[config.mk]
export PLATFORM = sky130hd
export DESIGN_NAME = ready_queue_round_robin_picker
export DESIGN_NICKNAME = d
export VERILOG_FILES = /design/src/rtl/core/rqrr_pkg.sv /design/src/rtl/core/rqrr_mem.sv /design/src/rtl/core/rqrr_outreg.sv /design/src/rtl/core/rqrr_ctrl.sv /design/src/rtl/core/ready_queue_round_robin_picker.sv
export SDC_FILE = /design/constraint.sdc
export NUM_CORES = 1
export LEC_CHECK = 0
export BUFFER_PORTS_ARGS = -buffer_cell sky130_fd_sc_hd__buf_2
export CORE_MARGIN = 3
export CORE_UTILIZATION = 34
export DETAILED_ROUTE_END_ITERATION = 12
export SLEW_MARGIN = 20
export SYNTH_ARGS = -nofsm -noshare
export SYNTH_HDL_FRONTEND = slang
export SYNTH_HIERARCHICAL = 1
export SYNTH_SLANG_ARGS = --single-unit
[constraint.sdc]
create_clock -name clk -period 3.8 [get_ports clk]
set_clock_uncertainty 0.2 [all_clocks]
set_input_delay 0.38 -clock clk [delete_from_list [all_inputs] [get_ports clk]]
set_output_delay 0.38 -clock clk [all_outputs]
set_load 0.01 [all_outputs]
[src/rtl/core/rqrr_pkg.sv]
`timescale 1ns / 1ps

package rqrr_pkg;

    localparam int QUEUE_DEPTH_DEF = 16;
    localparam int ID_BITS_DEF     = 8;

    localparam int CMD_W    = 3;
    localparam int TID_W    = 8;
    localparam int STATUS_W = 2;
    localparam int COUNT_W  = 5;

    localparam logic [CMD_W-1:0] CMD_ENQUEUE   = 3'd0;
    localparam logic [CMD_W-1:0] CMD_DEQUEUE   = 3'd1;
    localparam logic [CMD_W-1:0] CMD_SCHEDULE  = 3'd2;
    localparam logic [CMD_W-1:0] CMD_LOOKUP    = 3'd3;
    localparam logic [CMD_W-1:0] CMD_SET_READY = 3'd4;

    localparam logic [STATUS_W-1:0] STATUS_OK    = 2'd0;
    localparam logic [STATUS_W-1:0] STATUS_EMPTY = 2'd1;
    localparam logic [STATUS_W-1:0] STATUS_FULL  = 2'd2;

    typedef struct packed {
        logic [STATUS_W-1:0] status;
        logic [TID_W-1:0]    thread_id;
        logic                ready;
        logic [COUNT_W-1:0]  count;
        logic                empty;
    } result_t;

endpackage

[src/rtl/core/rqrr_mem.sv]
`timescale 1ns / 1ps

module rqrr_mem #(
    parameter int DEPTH = rqrr_pkg::QUEUE_DEPTH_DEF,
    parameter int WIDTH = rqrr_pkg::ID_BITS_DEF + 1,
    parameter int AW    = $clog2(rqrr_pkg::QUEUE_DEPTH_DEF)
) (
    input  logic             clk,
    input  logic             wr_en,
    input  logic [AW-1:0]    wr_addr,
    input  logic [WIDTH-1:0] wr_data,
    input  logic             rd_en,
    input  logic [AW-1:0]    rd_addr,
    output logic [WIDTH-1:0] rd_data
);

    logic [WIDTH-1:0] mem [DEPTH];

    always_ff @(posedge clk)
    begin
        if (wr_en)
        begin
            mem[wr_addr] <= wr_data;
        end
    end

    always_ff @(posedge clk)
    begin
        if (rd_en)
        begin
            rd_data <= mem[rd_addr];
        end
    end

endmodule

[src/rtl/core/rqrr_outreg.sv]
`timescale 1ns / 1ps

module rqrr_outreg (
    input  logic              clk,
    input  logic              rst_n,
    input  logic              load,
    input  rqrr_pkg::result_t res_in,
    output logic              out_free,
    output logic              res_valid,
    input  logic              res_ready,
    output rqrr_pkg::result_t res_out
);

    logic              valid_reg;
    rqrr_pkg::result_t data_reg;

    assign out_free  = !valid_reg || res_ready;
    assign res_valid = valid_reg;
    assign res_out   = data_reg;

    always_ff @(posedge clk or negedge rst_n)
    begin
        if (!rst_n)
        begin
            valid_reg <= 1'b0;
        end
        else if (load)
        begin
            valid_reg <= 1'b1;
        end
        else if (res_ready)
        begin
            valid_reg <= 1'b0;
        end
    end

    always_ff @(posedge clk)
    begin
        if (load)
        begin
            data_reg <= res_in;
        end
    end

endmodule

[src/rtl/core/rqrr_ctrl.sv]
`timescale 1ns / 1ps

module rqrr_ctrl #(
    parameter int QUEUE_DEPTH = rqrr_pkg::QUEUE_DEPTH_DEF,
    parameter int ID_BITS     = rqrr_pkg::ID_BITS_DEF,
    parameter int AW          = $clog2(QUEUE_DEPTH),
    parameter int EW          = ID_BITS + 1
) (
    input  logic                       clk,
    input  logic                       rst_n,
    input  logic                       in_valid,
    output logic                       in_ready,
    input  logic [rqrr_pkg::CMD_W-1:0] cmd,
    input  logic [rqrr_pkg::TID_W-1:0] thread_id,
    input  logic                       ready_in,
    output logic                       mem_wr_en,
    output logic [AW-1:0]              mem_wr_addr,
    output logic [EW-1:0]              mem_wr_data,
    output logic                       mem_rd_en,
    output logic [AW-1:0]              mem_rd_addr,
    input  logic [EW-1:0]              mem_rd_data,
    input  logic                       out_free,
    output logic                       load,
    output rqrr_pkg::result_t          res
);

    localparam int CW = $clog2(QUEUE_DEPTH + 1);
    localparam int TW = rqrr_pkg::TID_W;

    typedef enum logic [1:0] {ST_IDLE, ST_WALK, ST_FINISH} state_t;

    state_t                           state_reg, state_next;
    logic [AW-1:0]                    head_reg, head_next;
    logic [AW-1:0]                    tail_reg, tail_next;
    logic [CW-1:0]                    count_reg, count_next;
    logic [rqrr_pkg::CMD_W-1:0]       cmd_reg, cmd_next;
    logic [ID_BITS-1:0]               tid_reg, tid_next;
    logic                             rdy_reg, rdy_next;
    logic [AW-1:0]                    rd_ptr_reg, rd_ptr_next;
    logic [AW-1:0]                    pos_reg, pos_next;
    logic [CW-1:0]                    left_reg, left_next;
    logic [rqrr_pkg::STATUS_W-1:0]    status_reg, status_next;
    logic [TW-1:0]                    oid_reg, oid_next;
    logic                             ordy_reg, ordy_next;

    logic [ID_BITS+TW-1:0]            tid_ext;
    logic [ID_BITS-1:0]               tid_in;
    logic [ID_BITS-1:0]               rd_id;
    logic                             rd_rdy;
    logic [ID_BITS+TW-1:0]            rd_id_ext;
    logic [CW+rqrr_pkg::COUNT_W-1:0]  count_ext;
    logic                             full;
    logic                             hit;

    function automatic logic [AW-1:0] ring_next(input logic [AW-1:0] i);
        return (i == AW'(QUEUE_DEPTH - 1)) ? '0 : i + 1'b1;
    endfunction

    assign tid_ext   = {{ID_BITS{1'b0}}, thread_id};
    assign tid_in    = tid_ext[ID_BITS-1:0];
    assign rd_id     = mem_rd_data[EW-1:1];
    assign rd_rdy    = mem_rd_data[0];
    assign rd_id_ext = {{TW{1'b0}}, rd_id};
    assign full      = (count_reg == CW'(QUEUE_DEPTH));
    assign in_ready  = (state_reg == ST_IDLE);
    assign load      = (state_reg == ST_FINISH) && out_free;

    assign count_ext     = {{rqrr_pkg::COUNT_W{1'b0}}, count_reg};
    assign res.status    = status_reg;
    assign res.thread_id = oid_reg;
    assign res.ready     = ordy_reg;
    assign res.count     = count_ext[rqrr_pkg::COUNT_W-1:0];
    assign res.empty     = (count_reg == '0);

    // Whether the entry now on the read port ends the walk.
    always_comb
    begin
        unique case (cmd_reg)
            rqrr_pkg::CMD_DEQUEUE:  hit = 1'b1;
            rqrr_pkg::CMD_SCHEDULE: hit = rd_rdy;
            default:                hit = (rd_id == tid_reg);
        endcase
    end

    always_comb
    begin
        state_next  = state_reg;
        head_next   = head_reg;
        tail_next   = tail_reg;
        count_next  = count_reg;
        cmd_next    = cmd_reg;
        tid_next    = tid_reg;
        rdy_next    = rdy_reg;
        rd_ptr_next = rd_ptr_reg;
        pos_next    = pos_reg;
        left_next   = left_reg;
        status_next = status_reg;
        oid_next    = oid_reg;
        ordy_next   = ordy_reg;
        mem_wr_en   = 1'b0;
        mem_wr_addr = tail_reg;
        mem_wr_data = {tid_in, ready_in};
        mem_rd_en   = 1'b0;
        mem_rd_addr = head_reg;

        unique case (state_reg)
            ST_IDLE:
            begin
                if (in_valid)
                begin
                    cmd_next    = cmd;
                    tid_next    = tid_in;
                    rdy_next    = ready_in;
                    status_next = rqrr_pkg::STATUS_OK;
                    oid_next    = '0;
                    ordy_next   = 1'b0;
                    state_next  = ST_FINISH;
                    unique case (cmd) inside
                        rqrr_pkg::CMD_ENQUEUE:
                        begin
                            if (full)
                            begin
                                status_next = rqrr_pkg::STATUS_FULL;
                            end
                            else
                            begin
                                mem_wr_en  = 1'b1;
                                tail_next  = ring_next(tail_reg);
                                count_next = count_reg + 1'b1;
                            end
                        end
                        rqrr_pkg::CMD_DEQUEUE, rqrr_pkg::CMD_SCHEDULE,
                        rqrr_pkg::CMD_LOOKUP, rqrr_pkg::CMD_SET_READY:
                        begin
                            if (count_reg == '0)
                            begin
                                status_next = rqrr_pkg::STATUS_EMPTY;
                            end
                            else
                            begin
                                mem_rd_en   = 1'b1;
                                rd_ptr_next = ring_next(head_reg);
                                pos_next    = head_reg;
                                left_next   = count_reg - 1'b1;
                                state_next  = ST_WALK;
                            end
                        end
                        default:
                        begin
                        end
                    endcase
                end
            end

            ST_WALK:
            begin
                if (hit)
                begin
                    oid_next   = rd_id_ext[TW-1:0];
                    ordy_next  = rd_rdy;
                    state_next = ST_FINISH;
                    if (cmd_reg == rqrr_pkg::CMD_DEQUEUE || cmd_reg == rqrr_pkg::CMD_SCHEDULE)
                    begin
                        head_next  = ring_next(head_reg);
                        count_next = count_reg - 1'b1;
                    end
                    if (cmd_reg == rqrr_pkg::CMD_SET_READY)
                    begin
                        mem_wr_en   = 1'b1;
                        mem_wr_addr = pos_reg;
                        mem_wr_data = {rd_id, rdy_reg};
                        ordy_next   = rdy_reg;
                    end
                end
                else
                begin
                    // A skipped entry of a schedule is copied from the head to the tail.
                    if (cmd_reg == rqrr_pkg::CMD_SCHEDULE)
                    begin
                        mem_wr_en   = 1'b1;
                        mem_wr_data = mem_rd_data;
                        head_next   = ring_next(head_reg);
                        tail_next   = ring_next(tail_reg);
                    end
                    if (left_reg == '0)
                    begin
                        status_next = rqrr_pkg::STATUS_EMPTY;
                        state_next  = ST_FINISH;
                    end
                    else
                    begin
                        mem_rd_en   = 1'b1;
                        mem_rd_addr = rd_ptr_reg;
                        rd_ptr_next = ring_next(rd_ptr_reg);
                        pos_next    = rd_ptr_reg;
                        left_next   = left_reg - 1'b1;
                    end
                end
            end

            ST_FINISH:
            begin
                if (out_free)
                begin
                    state_next = ST_IDLE;
                end
            end

            default:
            begin
                state_next = ST_IDLE;
            end
        endcase
    end

    always_ff @(posedge clk or negedge rst_n)
    begin
        if (!rst_n)
        begin
            state_reg  <= ST_IDLE;
            head_reg   <= '0;
            tail_reg   <= '0;
            count_reg  <= '0;
            rd_ptr_reg <= '0;
            pos_reg    <= '0;
            left_reg   <= '0;
            cmd_reg    <= rqrr_pkg::CMD_ENQUEUE;
            status_reg <= rqrr_pkg::STATUS_OK;
            oid_reg    <= '0;
            ordy_reg   <= 1'b0;
        end
        else
        begin
            state_reg  <= state_next;
            head_reg   <= head_next;
            tail_reg   <= tail_next;
            count_reg  <= count_next;
            rd_ptr_reg <= rd_ptr_next;
            pos_reg    <= pos_next;
            left_reg   <= left_next;
            cmd_reg    <= cmd_next;
            status_reg <= status_next;
            oid_reg    <= oid_next;
            ordy_reg   <= ordy_next;
        end
    end

    always_ff @(posedge clk)
    begin
        tid_reg <= tid_next;
        rdy_reg <= rdy_next;
    end

endmodule

[src/rtl/core/ready_queue_round_robin_picker.sv]
`timescale 1ns / 1ps

// Round-robin ready queue: a ring of thread identifiers, each with a ready flag.
// The input channel (in_valid/in_ready) carries one command item: enqueue,
// dequeue, schedule, lookup or set-ready. Each item yields exactly one result
// item on the output channel (res_valid/res_ready) with status, identifier,
// ready flag and the count held after the command.
// Commands run one at a time. Enqueue and unknown commands go from acceptance
// straight to the result state; dequeue first reads the head entry. Schedule,
// lookup and set-ready walk the ring through the single read port of the entry
// memory, one entry per cycle; the next item is taken in the cycle after the
// result is loaded.
// Reset empties the queue (head, tail and count go to zero) and drops any
// pending result; entry storage is not cleared. When the receiver stalls, the
// result waits in the output register and the block holds the finished
// command until that register frees up.
module ready_queue_round_robin_picker #(
    parameter int QUEUE_DEPTH = rqrr_pkg::QUEUE_DEPTH_DEF,
    parameter int ID_BITS     = rqrr_pkg::ID_BITS_DEF
) (
    input  logic                          clk,
    input  logic                          rst_n,
    input  logic                          in_valid,
    output logic                          in_ready,
    input  logic [rqrr_pkg::CMD_W-1:0]    cmd,
    input  logic [rqrr_pkg::TID_W-1:0]    thread_id,
    input  logic                          ready_in,
    output logic                          res_valid,
    input  logic                          res_ready,
    output logic [rqrr_pkg::STATUS_W-1:0] status,
    output logic [rqrr_pkg::TID_W-1:0]    out_thread_id,
    output logic                          out_ready,
    output logic [rqrr_pkg::COUNT_W-1:0]  queue_count,
    output logic                          queue_empty
);

    localparam int AW = $clog2(QUEUE_DEPTH);
    localparam int EW = ID_BITS + 1;

    logic              mem_wr_en;
    logic [AW-1:0]     mem_wr_addr;
    logic [EW-1:0]     mem_wr_data;
    logic              mem_rd_en;
    logic [AW-1:0]     mem_rd_addr;
    logic [EW-1:0]     mem_rd_data;
    logic              out_free;
    logic              load;
    rqrr_pkg::result_t res_int;
    rqrr_pkg::result_t res_out;

    rqrr_ctrl #(
        .QUEUE_DEPTH (QUEUE_DEPTH),
        .ID_BITS     (ID_BITS),
        .AW          (AW),
        .EW          (EW)
    ) u_ctrl (
        .clk         (clk),
        .rst_n       (rst_n),
        .in_valid    (in_valid),
        .in_ready    (in_ready),
        .cmd         (cmd),
        .thread_id   (thread_id),
        .ready_in    (ready_in),
        .mem_wr_en   (mem_wr_en),
        .mem_wr_addr (mem_wr_addr),
        .mem_wr_data (mem_wr_data),
        .mem_rd_en   (mem_rd_en),
        .mem_rd_addr (mem_rd_addr),
        .mem_rd_data (mem_rd_data),
        .out_free    (out_free),
        .load        (load),
        .res         (res_int)
    );

    rqrr_mem #(
        .DEPTH (QUEUE_DEPTH),
        .WIDTH (EW),
        .AW    (AW)
    ) u_mem (
        .clk     (clk),
        .wr_en   (mem_wr_en),
        .wr_addr (mem_wr_addr),
        .wr_data (mem_wr_data),
        .rd_en   (mem_rd_en),
        .rd_addr (mem_rd_addr),
        .rd_data (mem_rd_data)
    );

    rqrr_outreg u_outreg (
        .clk       (clk),
        .rst_n     (rst_n),
        .load      (load),
        .res_in    (res_int),
        .out_free  (out_free),
        .res_valid (res_valid),
        .res_ready (res_ready),
        .res_out   (res_out)
    );

    assign status        = res_out.status;
    assign out_thread_id = res_out.thread_id;
    assign out_ready     = res_out.ready;
    assign queue_count   = res_out.count;
    assign queue_empty   = res_out.empty;

endmodule

# Word level (Yosys, flattened, before mapping)
# Memory sizes are Yosys's and may differ from the RTL's. A register that Yosys moved wholly into a read port is not among the register bits.
# Cells that the tools add are included.
word_totals:
  mem_bits_ro: 0
  memories: 1
  ram_bits: 144
  out_inout_bits: 19
  in_bits: 16
  wordCells: 159
  latch_bits: 0
  register_bits: 69
mem_list:
  columns: ["name", "words", "word_bits", "rd", "rd_clocked_by_memory_dff", "write_ports", "line", "rtl"]
  rows:
  - ["u_mem.mem", 16, 9, 1, 1, 1, "rqrr_mem.sv:17", "logic [WIDTH-1:0] mem [DEPTH];"]
classes:
  div_mod_pow: 0
  reduce_logical: 20
  n_mux: 85
  bitwise_logic: 0
  add_sub_neg: 6
  shifts: 0
  n_eq_ne: 28
  magnitude_cmp: 0
  n_mul: 0
ops:
  columns: ["operator", "count"]
  rows:
  - ["4-bit 2-to-1 mux", 27]
  - ["5-bit 2-to-1 mux", 10]
  - ["9-bit 2-to-1 mux", 4]
  - ["4-bit case mux with 2 select lines", 3]
  - ["2-bit 2-to-1 mux", 10]
  - ["5-bit case mux with 2 select lines", 2]
  - ["1-bit 2-to-1 mux", 19]
  - ["6-bit AND reduction", 3]
  - ["8-bit 2-to-1 mux", 2]
  - ["8-bit case mux with 2 select lines", 1]
  - ["2-bit by 1-bit inequality test with 1-bit output, second input constant", 7]
  - ["4-bit by 1-bit adder with 4-bit output, second input constant", 3]
  - ["4-bit equality test, second input constant", 3]
  - ["2-bit inequality test, second input constant", 6]
  - ["5-bit logical NOT", 2]
  - ["5-bit by 1-bit subtractor with 5-bit output, second input constant", 2]
  - ["3-bit by 2-bit equality test with 1-bit output, second input constant", 3]
  - ["3-bit AND reduction", 3]
  - ["8-bit equality test", 1]
  - ["1-bit case mux with 2 select lines", 4]
  - ["2-bit case mux with 2 select lines", 2]
  - ["3-bit by 1-bit equality test with 1-bit output, second input constant", 2]
  - ["3-bit equality test, second input constant", 2]
  - ["2-bit case mux with 3 select lines", 1]
  - ["14 further kinds", 17]

# Longest topological paths before layout
logic_depth:
  word_depth: 7
  depth_mapped: 12
  mapped_depth_nobuf: 10

# Hierarchy
# Netlist, hierarchy kept.
modules_own_cells:
  columns: ["mod", "n_inst", "seq_area_each_um2", "cells_per_inst", "area_per_inst_um2"]
  rows:
  - ["rqrr_mem", 1, 4594.4, 254, 5870.6]
  - ["rqrr_ctrl", 1, 1321.3, 312, 3089.2]
  - ["rqrr_outreg", 1, 535.5, 20, 558.0]

# Worst setup path after synthesis
# Ideal clock, no wire load.
synth_timing:
  path_type: "register to register"
  start: "register u_mem.rd_data[3], read port of u_mem.mem"
  end: "memory u_mem/mem[0][0] (netlist bit), enable pin"
  path_buffers: 0
  setup_slack_ps: 170
  setup_time_ps: 387
  stages_incl_launch_ff: 8
  synth_period_minus_slack_ps: 3630
  arrival_time_ps: 3043
  required_ps: 3213
  path_cell_list: "edfxtp_1 -> xnor2_1 -> nand4_1 -> or3_1 -> a211oi_2 -> mux2_2 -> or3b_2 -> nor3_1"
synth_via:
  elab_cells_between_ends: 8
  cone_classes: "1 x eq/ne; 7 x mux"
synth_rtl:
  columns: ["element", "line", "rtl"]
  rows:
  - ["start: declaration", "rqrr_mem.sv:14", "output logic [WIDTH-1:0] rd_data"]
  - ["8-bit equality test", "rqrr_ctrl.sv:81", "default: hit = (rd_id == tid_reg);"]
  - ["1-bit case mux with 2 select lines", "rqrr_ctrl.sv:78", "unique case (cmd_reg)"]
  - ["4-bit 2-to-1 mux", "rqrr_ctrl.sv:157", "if (hit)"]
  - ["4-bit 2-to-1 mux", "rqrr_ctrl.sv:106", "unique case (state_reg)"]
  - ["named net mem_wr_addr[2]", "ready_queue_round_robin_picker.sv:41", "logic [AW-1:0] mem_wr_addr;"]
  - ["end: declaration", "rqrr_mem.sv:17", null]
# The timed path passes the listed nets, and every way through them passes these cells.

# Final worst setup path
layout_timing:
  start: "register u_mem.rd_data[4], read port of u_mem.mem"
  end: "memory u_mem/mem[0][6] (netlist bit), enable pin"
# The elaborated chain is that of the path after synthesis.

==> flow_metrics.py <==
metrics = {
    "layout": {
        "nets": 689,
        "layout-drive-gt1-share_pct": 23.9,
        "multi_input_area_um2": 2820,
        "largest_reg_flops": 144,
        "seq_area_um2": 6450,
        "syn2layout_area_growth_pct": 17.1,
        "fillers": 2448,
        "top_register": "u_mem/mem",
        "finalInstanceArea_um2": 11100,
        "num_antenna_cells": 0,
        "finalNonFillerCells": 1057,
    },
    "synth": {
        "netlist_instances": 586,
        "yosys-top-cells-area": "edfxtp_1, dfrtp_1, mux4_2",
        "synth.distinct_cells": 70,
        "ys_seq_area_share_pct": 67.8,
        "synthArstFlopShare_pct": 19.4,
        "synth_area_um2": 9520,
        "synth.largest_area_cell": "edfxtp_1",
        "yosys_warnings": 6,
        "synth_edf_count": 179,
        "synth_top_cell_area_share_pct": 56.5,
        "syn_nets": 608,
        "synth.avg_cell_area_um2": 16.2,
        "synth.ff_latch_count": 222,
        "ys.flop_type": "edfxtp_1",
    },
    "place": {
        "placed_cells_incl_taps": 997,
        "gp_congestion": 0.833,
        "port_buffers": 34,
        "hpwl_um": 13500,
        "place_area_um2": 10200,
    },
    "worst_setup_path": {
        "crit_cells": 8,
        "path_buf_inv": 1,
        "path_max_fanout": 9,
        "max_stage_delay_ns": 0.52,
        "cp-start-kind": "flip-flop",
        "r2r_start": "u_mem/rd_data[4]",
        "path_delay_family": "simple AND/OR/NAND/NOR gates",
        "critPathKind": "reg2reg",
        "critPathCaptureType": "flip-flop",
        "critPathArrivalTime_ns": 3.57,
        "slowest_stage": "or3b_2",
        "crit_required_ns": 3.81,
        "ff2ff_path_depth": 8,
        "timing.rr.end": "u_mem/mem[0][6]",
        "endpoint": "u_mem/mem[0][6]",
        "r2r_slack_ns": 0.24,
        "cp_cell_sequence": "xnor2_1, nand4_1, or3_1, a211oi_4, mux2_2, or3b_2, nor3_1, buf_4",
        "critPathLaunch": "u_mem/rd_data[4]",
    },
    "cts": {
        "cts_max_level": 1,
        "numCtsBuffers": 24,
        "clk_pin_slew_worst_paths_ns": 0.06,
        "worstSkewPairLatency_ns": 0.51,
        "cts.sinks": 222,
        "ctsRootBufferMaster": "clkbuf_16",
        "cts_tree": "built",
        "cts.path.max_buffers": 3,
    },
    "power": {
        "p_int_mw": 5.67,
        "power_frac_comb_pct": 31.3,
        "leakagePower_nw": 3.95,
        "clockPowerShare_pct": 27.4,
        "vdd_ir_drop_max_v": 0.000386,
        "power_switching_share_pct": 32.3,
        "power.density_nw_per_um2": 752,
        "p_sw_mw": 2.71,
        "total_power_mw": 8.38,
        "seqPwrFrac_pct": 41.3,
    },
    "routing": {
        "drt_wl_total_um": 20500,
        "wl_met1_um": 9310,
        "ant_nets": 0,
        "firstDrtPassIters": 5,
        "wl_met2_um": 9650,
        "highest-signal-layer": "met4",
        "initialDrtViolationCount": 490,
        "num_vias": 5389,
        "via_per_inst": 5.10,
        "wire_per_inst_um": 19.4,
        "dr_wl_met3_um": 1210,
        "drc_errors": 0,
    },
    "global_route": {
        "antenna_found_initial": 0,
        "grt_pass1_vias": 5567,
        "grt_pass1_wl_um": 32400,
        "overflow": 0,
        "grt_start_max_net_pins": 44,
        "grt.total_usage_pct": 13.5,
    },
    "floorplanning": {
        "fp.dieArea_um2": 30000,
        "initial_core_util_pct": 34.9,
        "core-area_um2": 27300,
        "rows": 60,
        "die_x_um": 173,
        "num_io_pins": 35,
        "die_h_um": 173,
    },
    "sta": {
        "fmax_mhz": 281,
        "rsz0062_at_grt": "no",
        "fin_crit_sh_pct": 93.7,
        "fin_crit_ns": 3.56,
        "final_max_slew_viol_count": 0,
        "hold_viol": 0,
        "relSlewSlack_pct": 37.1,
        "worst_pin_slew_ns": 0.936,
        "finalSetupTns_ns": 0,
        "setup_viol": 0,
    },
    "worst_hold_path": {
        "hp-class": "in2async",
    },
    "run": {
        "cap_violations": 0,
    },
    "run_status": {
        "status": "completed",
    },
}
## area by class of cell
type	instances	area share, %
tap	372	4.18
timing repair buffer	79	5.03
clock inverter	10	0.875
multi-input combinational	329	25.3
clock buffer	34	6.35
inverter	11	0.370
sequential	222	57.9
## stage by stage
stage,utilization [%],worst slack [ns],hold WS (ns)
finish,40.9,0.241,0.217
detailed placement,37.3,0.181,0.235
CTS,40.8,0.151,0.248
global placement,37.3,0.251,0.235
global route,40.9,0.00835,0.254
floorplan,-,0.170,-0.116
## layer usage
metal,track usage (%),vias to the layer above
li1,-,2465
met1,19.0,2754
met2,21.9,143
met3,2.58,27
met4,2.91,0
met5,0,-
## worst min path at each step
| stage | depth (start not counted) | endpoint | startpoint | slack, ns |
|---|---|---|---|---|
| 6_report | 2 | u_ctrl/count_reg[2] | rst_n | 0.22 |
| 4_1_cts | 0 | u_outreg/res_out[7] | u_ctrl/oid_reg[0] | 0.25 |
| 3_5_place_dp | 0 | u_outreg/res_out[7] | u_ctrl/oid_reg[0] | 0.23 |
| 5_1_grt | 2 | u_ctrl/oid_reg[3] | rst_n | 0.25 |
| 2_1_floorplan | 0 | u_ctrl/cmd_reg[0] | rst_n | -0.12 |
| 3_3_place_gp | 0 | u_outreg/res_out[15] | u_ctrl/status_reg[0] | 0.23 |
## kinds of logic (layout without fill, tap and decap cells)
family          count (synthesis)  count (layout)  share of synthesized area [%]
fa+ha+maj                       6               6                          0.789
flops                         222             222                           67.8
xor+xnor                       18              18                           1.66
compound gates                 92              92                           6.69
buf+inv                        35             134                           2.63
mux                            67              67                           12.8
simple gates                  146             146                           7.64
## cells in the mapped netlist, types with 7 or more instances
master and count:
edfxtp_1 179, nand2_1 62, dfrtp_1 43, o21ai_0 31, nor2_1 27, mux2_2 22
mux4_2 21, a22oi_1 18, mux4_1 15, xnor2_1 15, inv_1 11, o211ai_1 11
nor3_1 10, nand3_1 9, a21oi_1 7, buf_6 7, clkbuf_1 7
## repair_timing
item | in CTS | in global routing
buffers inserted | 0 | 1
hold endpoints to repair | 57 | 0
setup endpoints to repair | 0 | 9
hold buffers | 15 | 0
resized for setup | 0 | 1
## power by group through the flow
stage	clock network (mW)	logic, mW	registers [mW]
2_1_floorplan	0	1.99	3.43
3_3_place_gp	0	2.54	3.49
6_report	2.29	2.62	3.46
4_1_cts	2.35	2.62	3.46
3_5_place_dp	0	2.59	3.50
5_1_grt	2.45	2.86	3.52
## cell usage in the layout (no fill, tap or decap), drive strengths merged, types with 3 or more instances in the layout
master,Yosys,final
nor3,10,10
o211ai,11,11
xor2,3,3
clkinv,0,7
buf,12,64
edfxtp,179,179
mux2,25,25
nand2,63,63
mux2i,6,6
dfrtp,43,43
a22oi,18,18
a21oi,8,8
nand3,9,9
nor2,28,28
xnor2,15,15
nor4b,3,3
nand2b,8,8
clkbuf,11,34
o21ai,32,32
o31ai,3,3
dlygate4sd3,0,15
inv,11,12
and2,3,3
nand4,5,5
o2bb2a,3,3
ha,6,6
mux4,36,36
(Power assumes the default switching activity.)
